## src/hdl/sha1le_pkg.sv

```systemverilog
// Constants and helper functions for the SHA-1 little-endian hash.
// No dependencies; imported by the top level and its checker.
package sha1le_pkg;

	localparam int unsigned DIGEST_WORDS = 5;
	localparam int unsigned BLK_WORDS    = 16;
	localparam int unsigned ROUNDS       = 80;

	localparam logic [31:0] IV [DIGEST_WORDS] = '{
		32'h67452301, 32'hEFCDAB89, 32'h98BADCFE, 32'h10325476, 32'hC3D2E1F0
	};

	localparam logic [31:0] K0 = 32'h5A827999;
	localparam logic [31:0] K1 = 32'h6ED9EBA1;
	localparam logic [31:0] K2 = 32'h8F1BBCDC;
	localparam logic [31:0] K3 = 32'hCA62C1D6;

	localparam logic [31:0] PAD_BYTE = 32'h00000080;

	// Rotate left by a constant amount
	function automatic logic [31:0] rol32(input logic [31:0] x, input int unsigned n);
		return (x << n) | (x >> (32 - n));
	endfunction

	// Round constant by round number
	function automatic logic [31:0] round_k(input logic [6:0] rnd);
		logic [31:0] k;
		if (rnd < 7'd20)
			k = K0;
		else if (rnd < 7'd40)
			k = K1;
		else if (rnd < 7'd60)
			k = K2;
		else
			k = K3;
		return k;
	endfunction

	// Boolean function by round number
	function automatic logic [31:0] round_f(input logic [6:0] rnd, input logic [31:0] b,
		input logic [31:0] c, input logic [31:0] d);
		logic [31:0] f;
		if (rnd < 7'd20)
			f = (b & c) | (~b & d);
		else if (rnd < 7'd40)
			f = b ^ c ^ d;
		else if (rnd < 7'd60)
			f = (b & c) | (b & d) | (c & d);
		else
			f = b ^ c ^ d;
		return f;
	endfunction

endpackage

```

## src/hdl/sha1_little_endian_hash.sv

```systemverilog
// SHA-1 over little-endian packed words. A word that does not fill a block is written to the block memory.
// A word that completes a block starts a compression: one memory prefetch, 80 rounds at
// one per cycle from the block memory and the schedule window, one chaining add.
// Padding writes one word a cycle and may run two compressions; five digest items follow.
// Reset (arst_n low, asynchronous) loads the initial chaining value, clears the bit count,
// block position and output item count; the block memory is not cleared.
module sha1_little_endian_hash
	import sha1le_pkg::*;
(
	input  logic        clk,
	input  logic        arst_n,
	input  logic        msg_valid,
	output logic        msg_ready,
	input  logic [31:0] msg_word,
	input  logic [2:0]  byte_count,
	input  logic        last,
	output logic        digest_valid,
	input  logic        digest_ready,
	output logic [31:0] digest_word,
	output logic [2:0]  word_index,
	output logic        last_word
);

	localparam logic [2:0] ST_IDLE  = 3'd0;
	localparam logic [2:0] ST_LOAD  = 3'd1;
	localparam logic [2:0] ST_ROUND = 3'd2;
	localparam logic [2:0] ST_FINAL = 3'd3;
	localparam logic [2:0] ST_PAD   = 3'd4;
	localparam logic [2:0] ST_OUT   = 3'd5;

	logic [2:0]  state_q;
	logic [31:0] chain_q [DIGEST_WORDS];
	logic [63:0] bit_total_q;
	logic [3:0]  pos_q;
	logic        pad_act_q;
	logic        extra_q;
	logic        lo_done_q;
	logic        done_q;
	logic [6:0]  rnd_q;
	logic [31:0] a_q, b_q, c_q, d_q, e_q;
	logic [31:0] sched_q [BLK_WORDS];
	logic [31:0] rd_data_q;
	logic [31:0] blk_mem [BLK_WORDS];
	logic [31:0] dig_q [DIGEST_WORDS];
	logic [2:0]  out_cnt_q;

	logic        msg_acc;
	logic        dig_acc;
	logic [2:0]  n_bytes;
	logic [31:0] last_word_val;
	logic [31:0] pad_word;
	logic        wr_en;
	logic [31:0] wr_data;
	logic [3:0]  rd_addr;
	logic [31:0] w_cur;
	logic [31:0] t_sum;

	assign msg_ready = (state_q == ST_IDLE);
	assign msg_acc   = msg_valid && msg_ready;
	assign dig_acc   = digest_valid && digest_ready;

	// Clamp byte count, then mask unused bytes and place the pad byte
	assign n_bytes = (byte_count > 3'd4) ? 3'd4 : byte_count;
	always_comb begin
		case (n_bytes)
			3'd0: last_word_val = PAD_BYTE;
			3'd1: last_word_val = {16'h0000, 8'h80, msg_word[7:0]};
			3'd2: last_word_val = {8'h00, 8'h80, msg_word[15:0]};
			3'd3: last_word_val = {8'h80, msg_word[23:0]};
			default: last_word_val = msg_word;
		endcase
	end

	// Padding stream: extra pad byte, zeros, then length low and high
	always_comb begin
		if (extra_q)
			pad_word = PAD_BYTE;
		else if (pos_q == 4'd14)
			pad_word = bit_total_q[31:0];
		else if (pos_q == 4'd15 && lo_done_q)
			pad_word = bit_total_q[63:32];
		else
			pad_word = '0;
	end

	// Block memory port selection
	always_comb begin
		wr_en   = 1'b0;
		wr_data = pad_word;
		if (msg_acc) begin
			wr_en   = 1'b1;
			wr_data = last ? last_word_val : msg_word;
		end else if (state_q == ST_PAD) begin
			wr_en = 1'b1;
		end
	end
	assign rd_addr = (state_q == ST_LOAD) ? 4'd0 : rnd_q[3:0] + 4'd1;

	// Block memory, one write and one registered read port
	always_ff @(posedge clk) begin
		if (wr_en)
			blk_mem[pos_q] <= wr_data;
		rd_data_q <= blk_mem[rd_addr];
	end

	// Message schedule and round sum
	assign w_cur = (rnd_q < 7'd16) ? rd_data_q :
		rol32(sched_q[13] ^ sched_q[8] ^ sched_q[2] ^ sched_q[0], 1);
	assign t_sum = rol32(a_q, 5) + round_f(rnd_q, b_q, c_q, d_q) + e_q + round_k(rnd_q) + w_cur;

	// Working variables and schedule window
	always_ff @(posedge clk) begin
		if (state_q == ST_LOAD) begin
			a_q <= chain_q[0];
			b_q <= chain_q[1];
			c_q <= chain_q[2];
			d_q <= chain_q[3];
			e_q <= chain_q[4];
		end else if (state_q == ST_ROUND) begin
			a_q <= t_sum;
			b_q <= a_q;
			c_q <= rol32(b_q, 30);
			d_q <= c_q;
			e_q <= d_q;
			for (int j = 0; j < BLK_WORDS - 1; j++)
				sched_q[j] <= sched_q[j + 1];
			sched_q[BLK_WORDS - 1] <= w_cur;
		end
	end

	// Digest buffer, shifts towards entry 0 as items leave
	always_ff @(posedge clk) begin
		if (state_q == ST_OUT && out_cnt_q == 3'd0) begin
			for (int j = 0; j < DIGEST_WORDS; j++)
				dig_q[j] <= chain_q[j];
		end else if (dig_acc) begin
			for (int j = 0; j < DIGEST_WORDS - 1; j++)
				dig_q[j] <= dig_q[j + 1];
		end
	end

	assign digest_valid = (out_cnt_q != 3'd0);
	assign digest_word  = dig_q[0];
	assign word_index   = 3'(DIGEST_WORDS) - out_cnt_q;
	assign last_word    = (out_cnt_q == 3'd1);

	// Control sequencer, chaining value and counters
	always_ff @(posedge clk or negedge arst_n) begin
		if (!arst_n) begin
			state_q     <= ST_IDLE;
			for (int j = 0; j < DIGEST_WORDS; j++)
				chain_q[j] <= IV[j];
			bit_total_q <= '0;
			pos_q       <= '0;
			pad_act_q   <= 1'b0;
			extra_q     <= 1'b0;
			lo_done_q   <= 1'b0;
			done_q      <= 1'b0;
			rnd_q       <= '0;
			out_cnt_q   <= '0;
		end else begin
			if (dig_acc)
				out_cnt_q <= out_cnt_q - 3'd1;
			case (state_q)
				ST_IDLE: begin
					if (msg_acc) begin
						pos_q <= pos_q + 4'd1;
						if (last) begin
							bit_total_q <= bit_total_q + {58'd0, n_bytes, 3'd0};
							pad_act_q   <= 1'b1;
							extra_q     <= (n_bytes == 3'd4);
							lo_done_q   <= 1'b0;
							done_q      <= 1'b0;
							state_q     <= (pos_q == 4'd15) ? ST_LOAD : ST_PAD;
						end else begin
							bit_total_q <= bit_total_q + 64'd32;
							if (pos_q == 4'd15)
								state_q <= ST_LOAD;
						end
					end
				end
				ST_PAD: begin
					pos_q   <= pos_q + 4'd1;
					extra_q <= 1'b0;
					if (!extra_q && pos_q == 4'd14)
						lo_done_q <= 1'b1;
					if (pos_q == 4'd15) begin
						if (!extra_q && lo_done_q)
							done_q <= 1'b1;
						state_q <= ST_LOAD;
					end
				end
				ST_LOAD: begin
					rnd_q   <= '0;
					state_q <= ST_ROUND;
				end
				ST_ROUND: begin
					rnd_q <= rnd_q + 7'd1;
					if (rnd_q == 7'(ROUNDS - 1))
						state_q <= ST_FINAL;
				end
				ST_FINAL: begin
					chain_q[0] <= chain_q[0] + a_q;
					chain_q[1] <= chain_q[1] + b_q;
					chain_q[2] <= chain_q[2] + c_q;
					chain_q[3] <= chain_q[3] + d_q;
					chain_q[4] <= chain_q[4] + e_q;
					if (done_q)
						state_q <= ST_OUT;
					else if (pad_act_q)
						state_q <= ST_PAD;
					else
						state_q <= ST_IDLE;
				end
				ST_OUT: begin
					// wait for the previous digest to drain, then reinitialise
					if (out_cnt_q == 3'd0) begin
						out_cnt_q   <= 3'(DIGEST_WORDS);
						for (int j = 0; j < DIGEST_WORDS; j++)
							chain_q[j] <= IV[j];
						bit_total_q <= '0;
						pos_q       <= '0;
						pad_act_q   <= 1'b0;
						done_q      <= 1'b0;
						lo_done_q   <= 1'b0;
						state_q     <= ST_IDLE;
					end
				end
				default: begin
					state_q <= ST_IDLE;
				end
			endcase
		end
	end

endmodule

```

## config.mk

```make
export PLATFORM = sky130hd
export DESIGN_NAME = sha1_little_endian_hash
export DESIGN_NICKNAME = d
export VERILOG_FILES = /design/src/hdl/sha1le_pkg.sv /design/src/hdl/sha1_little_endian_hash.sv
export SDC_FILE = /design/constraint.sdc
export NUM_CORES = 2
export LEC_CHECK = 0
export BUFFER_PORTS_ARGS = -buffer_cell sky130_fd_sc_hd__buf_2
export CAP_MARGIN = 20
export CORE_MARGIN = 1.5
export CORE_UTILIZATION = 55
export CTS_CLUSTER_SIZE = 8
export DETAILED_ROUTE_END_ITERATION = 6
export HOLD_SLACK_MARGIN = 0.03
export MAX_ROUTING_LAYER = met4
export PLACE_DENSITY = 0.71
export SLEW_MARGIN = 40
export SYNTH_ARGS = -nofsm -noshare
export SYNTH_HDL_FRONTEND = slang
export SYNTH_SLANG_ARGS = --single-unit
export TNS_END_PERCENT = 1
```

## constraint.sdc

```tcl
create_clock -name clk -period 32.3 [get_ports clk]
set_input_delay 6.46 -clock clk [delete_from_list [all_inputs] [get_ports clk]]
set_output_delay 6.46 -clock clk [all_outputs]
set_load 0.05 [all_outputs]
```

==> run summary <==
outcome -> finished with violations
failing checks -> design-rule violations
Inst Count DP -> 7,265
share of cells above drive strength 1 -> 0.110
largest family of logic cells by synthesized area -> compound AO/OA/AOI/OAI gates
Synth top area share -> 0.552
largest net degree at the start of global routing -> 151
complex-gate fraction of the synthesized area -> 0.101
adder-cell share of the synthesized area -> 0.0695
core area -> 0.132 mm^2
most used cell along the critical path -> inv_1
relative slew slack -> 0.403
# setup viols final -> 0
die area -> 0.135 mm^2
Longest Clk Path Bufs -> 3
Unique masters post-synth -> 98
antenna violations before repair -> 8
PostCTS Resize Cnt -> 0
TritonRoute pass-1 iters -> 7
vias in the first global route -> 45,400
CTS buffer count -> 220
Mean Syn Cell Area -> 13.1 um^2
final wirelength -> 184 mm
Max Cap Viol -> 0
top_reg_cell synth -> edfxtp_1
gr ovfl total -> 0
area of placed instances -> 0.0760 mm^2
post-synthesis mux area share -> 0.0293
H-Tree Level Count -> 4
CP max-delay cell -> dfrtp_1
Final Hold Fails -> 0
RSZ-0062 raised after global routing -> false
Clock Root Buffer -> clkbuf_16
postcts setup bufs -> 0
Net Count, Synth -> 5,971
Setup Skew -> 0.0655 ns
Ys Warns -> 0
CTS tree -> yes
Gate Count Post-Synth -> 5,600
sequential cell area fraction in the yosys report -> 0.644
Seq cells post-synth -> 1,618
drt via density -> 6.06
fillers -> 9,742
synthesized area -> 0.0732 mm^2
Max stage delay on crit path -> 0.46 ns
# DRC -> 1
top-count cell post-synth -> edfxtp_1
fin crit share -> 0.278
first-pass GRT wire length -> 278 mm
RD Place Congestion -> 0.943
Die Ht -> 368 um
Setup crit start kind -> register
GRT Util Overall -> 0.280
reg2reg start -> rnd_q[2]
Setup TNS -> 0 ns
DPL Wire Length -> 119 mm
Reg2Reg Capture Point -> a_q[31]
port bufs -> 77
Crit. End Element -> output pin
XOR/XNOR Fraction of Synth Area -> 0.0376
vias -> 46,400
HP Start -> sched_q[0][101]
ys async rst share -> 0.150
CP required -> 25.84 ns
DR iter-0 viols -> 4,818
Hold Path End -> sched_q[0][69]
worst reg2reg setup slack -> 24.98 ns
final count of pins violating max slew -> 0
area leader, netlist -> edfxtp_1
Post-synth EDFFs -> 1,344
hold depth -> 0
total clock sinks -> 1,618
die span in x -> 368 um
nets@finish -> 6,107
Worst-Margin Slew -> 0.896 ns
CP Class -> reg2out
design area -> 0.0826 mm^2
worst reg2reg path depth -> 22
Worst-Skew Late Latency -> 0.85 ns
Fmax -> 111 MHz
Final ANT Viol Nets -> 0
Area Overhead vs Synth -> 12.9%
IO Pins -> 78
num rows -> 133
Reg clk slew, reported paths -> 0.05 ns
post-route minimum period -> 8.99 ns
Synth area leaders -> edfxtp_1 (55%), dfrtp_1 (5.5%), nand2_1 (5.1%)
effective utilization at floorplan -> 0.555
Critical Path Fanout Max -> 4
WL per Instance -> 24.0 um
CP Data Arrival Time -> 2.53 ns
Hold Path Class -> reg2reg
non-filler instance count after layout -> 7,654
simple-gate share of the synthesized area -> 0.0933
CTS Hold Bufs -> 0
top cells by count, synth -> edfxtp_1 (1,344), nand2_1 (995), o21ai_0 (302)
critical path cell sequence -> inv_1, ha_1, nor2b_1, inv_1, buf_2
==> sequential cells by signal (all words and copies together), names as in the netlist, 3 cells and up <==
name         count
rd_data_q       32
pos_q            4
dig_q          160
d_q             32
c_q             32
b_q             32
out_cnt_q        3
e_q             32
chain_q        160
blk_mem        512
bit_total_q     61
rnd_q            7
sched_q        512
state_q          3
a_q             32
==> per-layer routing <==
layer	track usage	share of wire	up-vias
li1	-	-	20800
met1	0.391	0.42	23200
met2	0.423	0.47	2086
met3	0.0414	0.082	341
met4	0.0981	0.034	0
met5	-	0	-
==> critical path: cells and delay by family, from the launching register on <==
family | cells | cell delay (ns)
fa+ha+maj | 1 | 0.26
simple gates | 1 | 0.33
flops | 1 | 0.46
buf+inv | 3 | 0.64
==> logic make-up after synthesis <==
family / after synthesis
AO/OA/AOI/OAI: 1138
XOR/XNOR: 314
adder cells (fa/ha/maj): 331
buffers and inverters: 455
flip-flops: 1618
multiplexers: 134
AND/OR/NAND/NOR: 1610
==> placed cells by master (no fill, tap or decap), types with 102 or more instances in the layout <==
master / netlist / final
edfxtp_1: 1344 / 1344
nand2_1: 995 / 990
o21ai_0: 302 / 290
a21oi_1: 258 / 257
nor2_1: 270 / 255
clkbuf_16: 0 / 220
ha_1: 205 / 204
xnor2_1: 195 / 195
inv_1: 183 / 182
dfrtp_1: 162 / 161
clkbuf_1: 205 / 147
fa_1: 126 / 126
xor2_1: 119 / 118
a21o_1: 102 / 102
==> stage by stage <==
stage | worst slack [ns] | util | hold slack, ns
final | 23.31 | 0.627 | 0.361
after global routing | 23.21 | 0.627 | 0.386
after CTS | 23.22 | 0.626 | 0.366
after detailed placement | 23.21 | 0.577 | 0.405
after global placement | 23.05 | 0.573 | 0.400
after floorplan | 13.56 | - | 0.400
==> worst max path at each step <==
| stage | start | endpoint |
|---|---|---|
| finish | out_cnt_q[0] | digest_valid |
| global route | out_cnt_q[0] | digest_valid |
| CTS | out_cnt_q[0] | digest_valid |
| detailed placement | byte_count[2] | bit_total_q[61] |
| global placement | digest_ready | dig_q[0][20] |
| floorplan | state_q[2] | a_q[0] |
==> cell type report <==
type / count / area (um^2) / share of cell area
antenna: 3 / 7.51 / 0.0000909
multi-input combinational: 3527 / 24400 / 0.296
sequential: 1618 / 47200 / 0.571
inverter: 187 / 724 / 0.00877
timing repair buffer: 182 / 1630 / 0.0197
tap: 1755 / 2200 / 0.0266
clock inverter: 14 / 410 / 0.00497
clock buffer: 368 / 6070 / 0.0735
Power is left out: the tool's default activity adds up to more than one toggle a clock period on the data nets, which glitch-free logic cannot reach.
